$ cat src/rtl/sacl_pkg.sv
`timescale 1ns / 1ps
package sacl_pkg;
    localparam logic [1:0] KIND_LOAD   = 2'd0;
    localparam logic [1:0] KIND_STORE  = 2'd1;
    localparam logic [1:0] KIND_MODIFY = 2'd2;
    localparam logic [1:0] KIND_IGNORE = 2'd3;
    localparam logic [1:0] REG_SET_BITS    = 2'd0;
    localparam logic [1:0] REG_WAYS        = 2'd1;
    localparam logic [1:0] REG_OFFSET_BITS = 2'd2;

    typedef struct packed {
        logic [1:0]  kind;
        logic [63:0] tag;
        logic [11:0] set;
    } sacl_req_t;
endpackage

$ cat src/rtl/sacl_front.sv
`timescale 1ns / 1ps
module sacl_front #(
    parameter int MAX_SET_BITS = 8,
    parameter int ADDR_BITS    = 32
) (
    input  logic                 aclk,
    input  logic                 aresetn,
    input  logic [3:0]           set_bits,
    input  logic [4:0]           offset_bits,
    input  logic                 s_valid,
    output logic                 s_ready,
    input  logic [1:0]           s_access_kind,
    input  logic [ADDR_BITS-1:0] s_address,
    output logic                 q_valid,
    input  logic                 q_ready,
    output sacl_pkg::sacl_req_t  q_req
);
    import sacl_pkg::*;
    localparam int QD = 2;

    sacl_req_t  q_mem_reg [QD];
    logic [0:0] wr_ptr_reg, rd_ptr_reg;
    logic [1:0] cnt_reg;
    logic [3:0] sb;
    logic [6:0] tshift;
    logic [ADDR_BITS-1:0] set_full, tag_full;
    sacl_req_t  req;
    logic push, pop;

    always_comb begin
        sb = (set_bits > 4'(MAX_SET_BITS)) ? 4'(MAX_SET_BITS) : set_bits;
        tshift = 7'(offset_bits) + 7'(sb);
        set_full = (7'(offset_bits) >= 7'(ADDR_BITS)) ? '0 : (s_address >> offset_bits);
        tag_full = (tshift >= 7'(ADDR_BITS)) ? '0 : (s_address >> tshift);
        req.kind = s_access_kind;
        req.tag  = 64'(tag_full);
        req.set  = 12'(set_full & ((ADDR_BITS'(1) << sb) - ADDR_BITS'(1)));
    end

    assign s_ready = (cnt_reg != 2'(QD));
    assign push    = s_valid && s_ready;
    assign q_valid = (cnt_reg != 2'd0);
    assign pop     = q_valid && q_ready;
    assign q_req   = q_mem_reg[rd_ptr_reg];

    always_ff @(posedge aclk) begin
        if (!aresetn) begin
            wr_ptr_reg <= '0;
            rd_ptr_reg <= '0;
            cnt_reg    <= '0;
        end else begin
            if (push) wr_ptr_reg <= wr_ptr_reg + 1'b1;
            if (pop)  rd_ptr_reg <= rd_ptr_reg + 1'b1;
            cnt_reg <= cnt_reg + 2'(push) - 2'(pop);
        end
        if (push) q_mem_reg[wr_ptr_reg] <= req;
    end
endmodule

$ cat config.mk
export PLATFORM = sky130hd
export DESIGN_NAME = sacl_front
export DESIGN_NICKNAME = d
export VERILOG_FILES = /design/src/rtl/sacl_pkg.sv /design/src/rtl/sacl_front.sv
export SDC_FILE = /design/constraint.sdc
export NUM_CORES = 1
export LEC_CHECK = 0
export BUFFER_PORTS_ARGS = -buffer_cell sky130_fd_sc_hd__buf_2
export CAP_MARGIN = 20
export CORE_MARGIN = 2
export CORE_UTILIZATION = 62
export CTS_CLUSTER_DIAMETER = 150
export CTS_CLUSTER_SIZE = 14
export DETAILED_ROUTE_END_ITERATION = 8
export PLACE_DENSITY_LB_ADDON = 0.1
export SLEW_MARGIN = 20
export SYNTH_ARGS = -nofsm -noshare
export SYNTH_HDL_FRONTEND = slang
export SYNTH_SLANG_ARGS = --single-unit
export TNS_END_PERCENT = 1
$ cat constraint.sdc
create_clock -name aclk -period 5.9 [get_ports aclk]
set_input_delay 0.59 -clock aclk [delete_from_list [all_inputs] [get_ports aclk]]
set_output_delay 0.59 -clock aclk [all_outputs]
set_load 0.01 [all_outputs]
==> impl_results.md, run 1 <==
- Outcome: finished, final reports clean
- Crit path max-delay family: simple AND/OR/NAND/NOR gates
- Switching Power: 0.8251 mW
- Synth Register Bits: 97
- Sequential-to-total area share from yosys stat: 0.3955
- DRC viols: 0
- PortBufs: 94
- Cells after synthesis: 611
- Clock slew seen by the registers of the worst setup and hold paths: 0.06 ns
- Worst VDD drop: 403.1 uV
- Layout cell share with drive strength beyond 1: 0.3285
- Total clock buffers created by CTS: 9
- Post-DP HPWL: 12,500 um
- Final instance area: 7873 um^2
- Syn Area/Cell: 11.85 um^2
- Reg-to-reg setup timing slack: 4.09 ns
- Max-cap violations: 0
- Tcrit/Tclk final: 0.6359
- # Post-CTS Setup Buffers: 0
- Max FFs per register: 92
- Clk root buf: clkbuf_16
- Synth top area cells: edfxtp_1 38%, mux4_2 13%, mux2_2 8.9%
- FMAX: 0.2665 GHz
- Synthesized area: 7238 um^2
- Cts hold-fix bufs: 0
- Placed cells: 812
- Int Power: 1.601 mW
- Worst EP arrival: 3.88 ns
- Final Hold Fails: 0
- Routed WL: 17,330 um
- Antenna violations before repair: 0
- Top FF cell, synth: edfxtp_1
- All-Layer GR Usage: 0.2824
- Layout area overhead: 8.764%
- Yosys cell types: 58
- Detailed router's first-iteration violation count: 471
- Post-route setup TNS: 0 ns
- Post-synth top area share: 0.3817
- Antenna Nets Post-Route: 0
- Worst setup SP type: input port
- # rows: 39
- N_diodes: 0
- Post-synth EDFFs: 92
- Core region area: 11,420 um^2
- Slew Limit Fails: 0
- RSZ-0062 raised after global routing: false
- Final setup margin: 2.148 ns
- IO Pins: 127
- RePlAce Congestion: 0.9509
- Largest area contributor in the netlist: edfxtp_1
- P_leak: 3.071 nW
- Sequential share of power: 0.398
- Die area: 12,560 um^2
- CTS-repair resized insts: 0
- Crit-path max FO: 40
- Least-Margin Pin Slew: 1.082 ns
- Worst Skew: 0.006578 ns
- Vias/cell: 6.459
- CTS tree: done
- Power share of the combinational group: 0.381
- Initial DRT Pass Iterations: 6
- Largest net degree at the start of global routing: 47
- Switching Share: 0.3401
- Total gr overflow: 0
- Worst min path class: input port to flip-flop
- Tot Pwr: 2.426 mW
- Dpl ws: 1.880 ns
- Buf/Inv on CP: 2
- Die W: 112.1 um
- Ys Warns: 0
- Starting Density: 0.6339
- Min cycle time layout: 3.752 ns
- Vias in the first global route: 5,074
- Final-stage net count: 735
- Dominant cell by count in the synthesized netlist: edfxtp_1
- Finished Layout Cells: 828
- Slowest Stage Delay on Critical Path: 0.72 ns
- Total number of H-tree levels: 3
- First-pass GRT wire length: 27,630 um
- Headroom to the max-slew limit: 0.2790
- CP Capture Type: flip-flop
- Critical path cell sequence: buf_2 -> ha_1 -> inv_1 -> fa_1 -> nand2b_4 -> or4_4 -> o21ai_2 -> nand2_1 -> o221ai_1
- PwrDens: 308.1 nW/um^2
- Max Root-Sink Buffers: 2
- Data required, critical path: 6.03 ns
- Clk_lat worst skew: 0.34 ns
- Clock power frac: 0.221
- Final setup fails: 0
- Die Height: 112.1 um
- Async SR Flop Fraction: 0
- Placement Cell Area: 7596 um^2
- Commonest cells in the netlist: 92 x edfxtp_1, 64 x nand2_1, 57 x mux2_2
- Slowest library cell on the worst path: buf_2
- WL/cell: 20.93 um
- Vias: 5,348
- Clock tree sinks: 97
- CP Class: input port to flip-flop
[metrics by stage]
stage            util  hold slack, ns
2_1_floorplan       -          0.5042
3_3_place_gp   0.6652          0.5214
3_5_place_dp   0.6652          0.5298
4_1_cts        0.6890          0.4272
5_1_grt        0.6895          0.4308
6_report       0.6895          0.4418
[per-layer routing]
metal  wire length, um  track usage  vias up
met1              7354       0.4152     2600
met3              1657      0.05832       18
li1                  -            -     2426
met2              8084       0.4360      304
met4               231      0.07642        0
met5                 0            0        -
[layout make-up]
class	instances	area (um^2)
tap	143	178.9
multi-input combinational	464	4013
timing repair buffer	100	515.5
clock inverter	6	42.54
inverter	8	30.03
clock buffer	10	229.0
fill	843	3546
sequential	97	2864
[power groups by stage]
stage	Combinational, mW	Sequential (mW)	Clock [mW]
6_report	0.925	0.966	0.535
5_1_grt	1.00	0.979	0.574
4_1_cts	0.917	0.969	0.547
3_5_place_dp	0.910	0.983	0
3_3_place_gp	0.901	0.974	0
2_1_floorplan	0.693	0.934	0
[cell families after synthesis]
group                    after synthesis  synth area share
AO/OA/AOI/OAI                         75           0.07139
XOR/XNOR                               9           0.01089
adder cells (fa/ha/maj)                8           0.01487
buffers and inverters                 87           0.07329
flip-flops                            97            0.3955
multiplexers                         151            0.3120
other                                  1         0.0005181
AND/OR/NAND/NOR                      183            0.1215
[path summary, 6_finish.rpt]
path / start / endpoint / cells past startpoint
hold / removal: s_access_kind[0] / q_mem_reg[1][44]$_DFFE_PP_ / 1
hold reg to reg: rd_ptr_reg$_SDFFE_PN0P_ / flip-flop / 2
setup reg to reg: cnt_reg[1]$_SDFF_PN0_ / cnt_reg[1]$_SDFF_PN0_ / 8
setup / recovery: offset_bits[0] / q_mem_reg[1][19]$_DFFE_PP_ / 9
[layout by cell type (no fill, tap or decap), types with 9 or more instances in the layout]
cell,n
nor3_1,24
a21oi_1,19
mux2_2,57
mux2i_1,43
mux4_1,10
nand3_1,10
conb_1,38
nand2_1,64
buf_2,94
nor2_1,40
edfxtp_1,92
clkbuf_16,9
o21ai_0,10
mux4_2,41
Power figures use the tool's default switching activity.
==> run 2, diff against run 1 <==
--- a/config.mk
+++ b/config.mk
@@ -8,7 +8,7 @@
 export BUFFER_PORTS_ARGS = -buffer_cell sky130_fd_sc_hd__buf_2
 export CAP_MARGIN = 20
 export CORE_MARGIN = 2
-export CORE_UTILIZATION = 62
+export CORE_UTILIZATION = 52
 export CTS_CLUSTER_DIAMETER = 150
 export CTS_CLUSTER_SIZE = 14
 export DETAILED_ROUTE_END_ITERATION = 8
==> constraint.sdc (replaced) <==
create_clock -name aclk -period 3.2 [get_ports aclk]
set_input_delay 0.32 -clock aclk [delete_from_list [all_inputs] [get_ports aclk]]
set_output_delay 0.32 -clock aclk [all_outputs]
set_load 0.01 [all_outputs]
==> impl_results.md, run 2 (synthesized netlist as in run 1, its figures left out) <==
- Outcome: finished, final reports clean
- First-pass GRT wire length: 27,520 um (-0.40%)
- DRC viols: 0 (unchanged)
- Worst min path class: input port to flip-flop
- # rows: 43 (+10%)
- Vias/cell: 6.097 (-5.6%)
- Clk root buf: clkbuf_16
- Crit-path max FO: 34 (-15%)
- Power share of the combinational group: 0.400 (+0.019)
- Total number of H-tree levels: 3 (unchanged)
- Switching Share: 0.3390 (-0.001118)
- Data required, critical path: 3.22 ns (-2.81 ns)
- Clock tree sinks: 97 (unchanged)
- Total gr overflow: 0 (unchanged)
- Max FFs per register: 92 (unchanged)
- Finished Layout Cells: 883 (+6.6%)
- Routed WL: 17,630 um (+1.7%)
- Worst setup SP type: input port
- Initial DRT Pass Iterations: 5 (-1)
- Worst VDD drop: 321.5 uV (-20%)
- Slew Limit Fails: 0 (unchanged)
- Die W: 122.0 um (+8.9%)
- Final Hold Fails: 0 (unchanged)
- Max Root-Sink Buffers: 2 (unchanged)
- Sequential share of power: 0.381 (-0.017)
- Int Power: 2.988 mW (+87%)
- FMAX: 0.3627 GHz
- CP Capture Type: flip-flop
- Layout cell share with drive strength beyond 1: 0.3442 (+0.01577)
- IO Pins: 127 (unchanged)
- Starting Density: 0.5276 (-0.1063)
- N_diodes: 0 (unchanged)
- Slowest library cell on the worst path: mux4_2
- Max-cap violations: 0 (unchanged)
- Least-Margin Pin Slew: 0.8848 ns (-0.1968 ns)
- Total clock buffers created by CTS: 9 (unchanged)
- Critical path cell sequence: buf_2 -> nor2b_1 -> ha_1 -> inv_1 -> fa_1 -> buf_12 -> mux4_2 -> mux2i_1 -> o221ai_1
- Min cycle time layout: 2.757 ns
- Antenna violations before repair: 0 (unchanged)
- Headroom to the max-slew limit: 0.3949 (+0.1159)
- Cts hold-fix bufs: 0 (unchanged)
- Buf/Inv on CP: 3 (+1)
- PwrDens: 559.1 nW/um^2 (+81%)
- Detailed router's first-iteration violation count: 423 (-10%)
- CTS-repair resized insts: 0 (unchanged)
- Post-route setup TNS: 0 ns (unchanged)
- Commonest non-fill, non-tap cell in the layout: buf_2
- Final setup fails: 0 (unchanged)
- # Post-CTS Setup Buffers: 0 (unchanged)
- Die area: 14,880 um^2 (+19%)
- CTS tree: done
- Clock slew seen by the registers of the worst setup and hold paths: 0.06 ns (about the same)
- Placed cells: 867 (+6.8%)
- RSZ-0062 raised after global routing: false
- P_leak: 3.180 nW (+3.6%)
- Crit path max-delay family: multiplexers
- RePlAce Congestion: 1.002 (+5.4%)
- Post-DP HPWL: 13,150 um (+5.2%)
- Most frequent cells in the layout: 94 x buf_2, 92 x edfxtp_1, 64 x nand2_1, 57 x mux2_2, 43 x mux2i_1
- Clock power frac: 0.218 (-0.003)
- Switching Power: 1.532 mW (+86%)
- Final-stage net count: 753 (+2.4%)
- Worst Skew: 0.003737 ns (-0.002841 ns)
- Tcrit/Tclk final: 0.8615
- Largest net degree at the start of global routing: 35 (-26%)
- Vias in the first global route: 5,019 (-1.1%)
- All-Layer GR Usage: 0.2408 (-0.04159)
- Die Height: 122.0 um (+8.9%)
- Slowest Stage Delay on Critical Path: 0.55 ns (-0.17 ns)
- Clk_lat worst skew: 0.34 ns (about the same)
- Worst EP arrival: 2.78 ns (-1.10 ns)
- CP Class: input port to flip-flop
- PortBufs: 94 (unchanged)
- Antenna Nets Post-Route: 0 (unchanged)
- Core region area: 13,720 um^2 (+20%)
- Vias: 5,384 (+0.67%)
- WL/cell: 19.97 um (-4.6%)
- Layout area overhead: 11.69%
run 2: cell types whose count changed in the layout (fill, tap and decap cells not counted):
cell / delta
buf_4: +15
a2111oi_1: -1
clkinvlp_4: -2
buf_12: +3
clkbuf_1: -1
and3_4: -1
clkinv_4: +1
a2111oi_0: +1
clkinv_1: +2
and3_2: +1
run 2: power by group through the flow:
| stage | registers (mW) | clock network [mW] | logic [mW] |
|---|---|---|---|
| after floorplan | 1.72 | 0 | 1.28 |
| after global placement | 1.74 | 0 | 1.78 |
| after detailed placement | 1.75 | 0 | 1.80 |
| after CTS | 1.73 | 1.00 | 1.81 |
| after global routing | 1.74 | 1.05 | 1.96 |
| final | 1.72 | 0.988 | 1.81 |
run 2: final timing paths:
kind                                start                         end  slack [ns]  cells past startpoint
setup / recovery              set_bits[0]  q_mem_reg[0][17]$_DFFE_PP_        0.44                      9
hold / removal           s_access_kind[0]  q_mem_reg[0][44]$_DFFE_PP_        0.18                      1
setup reg to reg    cnt_reg[1]$_SDFF_PN0_       cnt_reg[1]$_SDFF_PN0_        1.39                      8
hold reg to reg   rd_ptr_reg$_SDFFE_PN0P_     rd_ptr_reg$_SDFFE_PN0P_        0.55                      2
run 2: per-layer routing:
layer,global-route usage,wire (um)
met1,0.3584,8066
met2,0.3680,8094
met3,0.03792,1161
met4,0.06753,308
met5,0,0
run 2: cell type report:
type / instances / area [um^2]
Sequential cell: 97 / 2864
Tap cell: 180 / 225.2
Fill cell: 1157 / 5635
Clock buffer: 9 / 225.2
Inverter: 8 / 30.03
Multi-Input combinational cell: 464 / 4008
Clock inverter: 7 / 43.79
Timing Repair Buffer: 118 / 688.2
run 2: stage by stage:
stage	util	cell area (um^2)	power [mW]	hold slack (ns)	setup WS, ns
global placement	0.5696	7815	3.522	0.5138	0.1783
global route	0.5892	8084	4.758	0.1595	0.2275
CTS	0.5892	8084	4.534	0.1707	0.4655
floorplan	-	7377	2.999	0.4189	0.1781
detailed placement	0.5696	7815	3.548	0.5220	0.1158
finish	0.5892	8084	4.520	0.1764	0.4432
run 2: worst register-to-register path, stage by stage, from the launching register on:
cell and delay, ns:
dfxtp_1 0.33, or2_2 0.31, and2_1 0.19, ha_1 0.27
inv_1 0.04, ha_1 0.18, xnor2_1 0.13, xnor2_1 0.12
and2_1 0.15
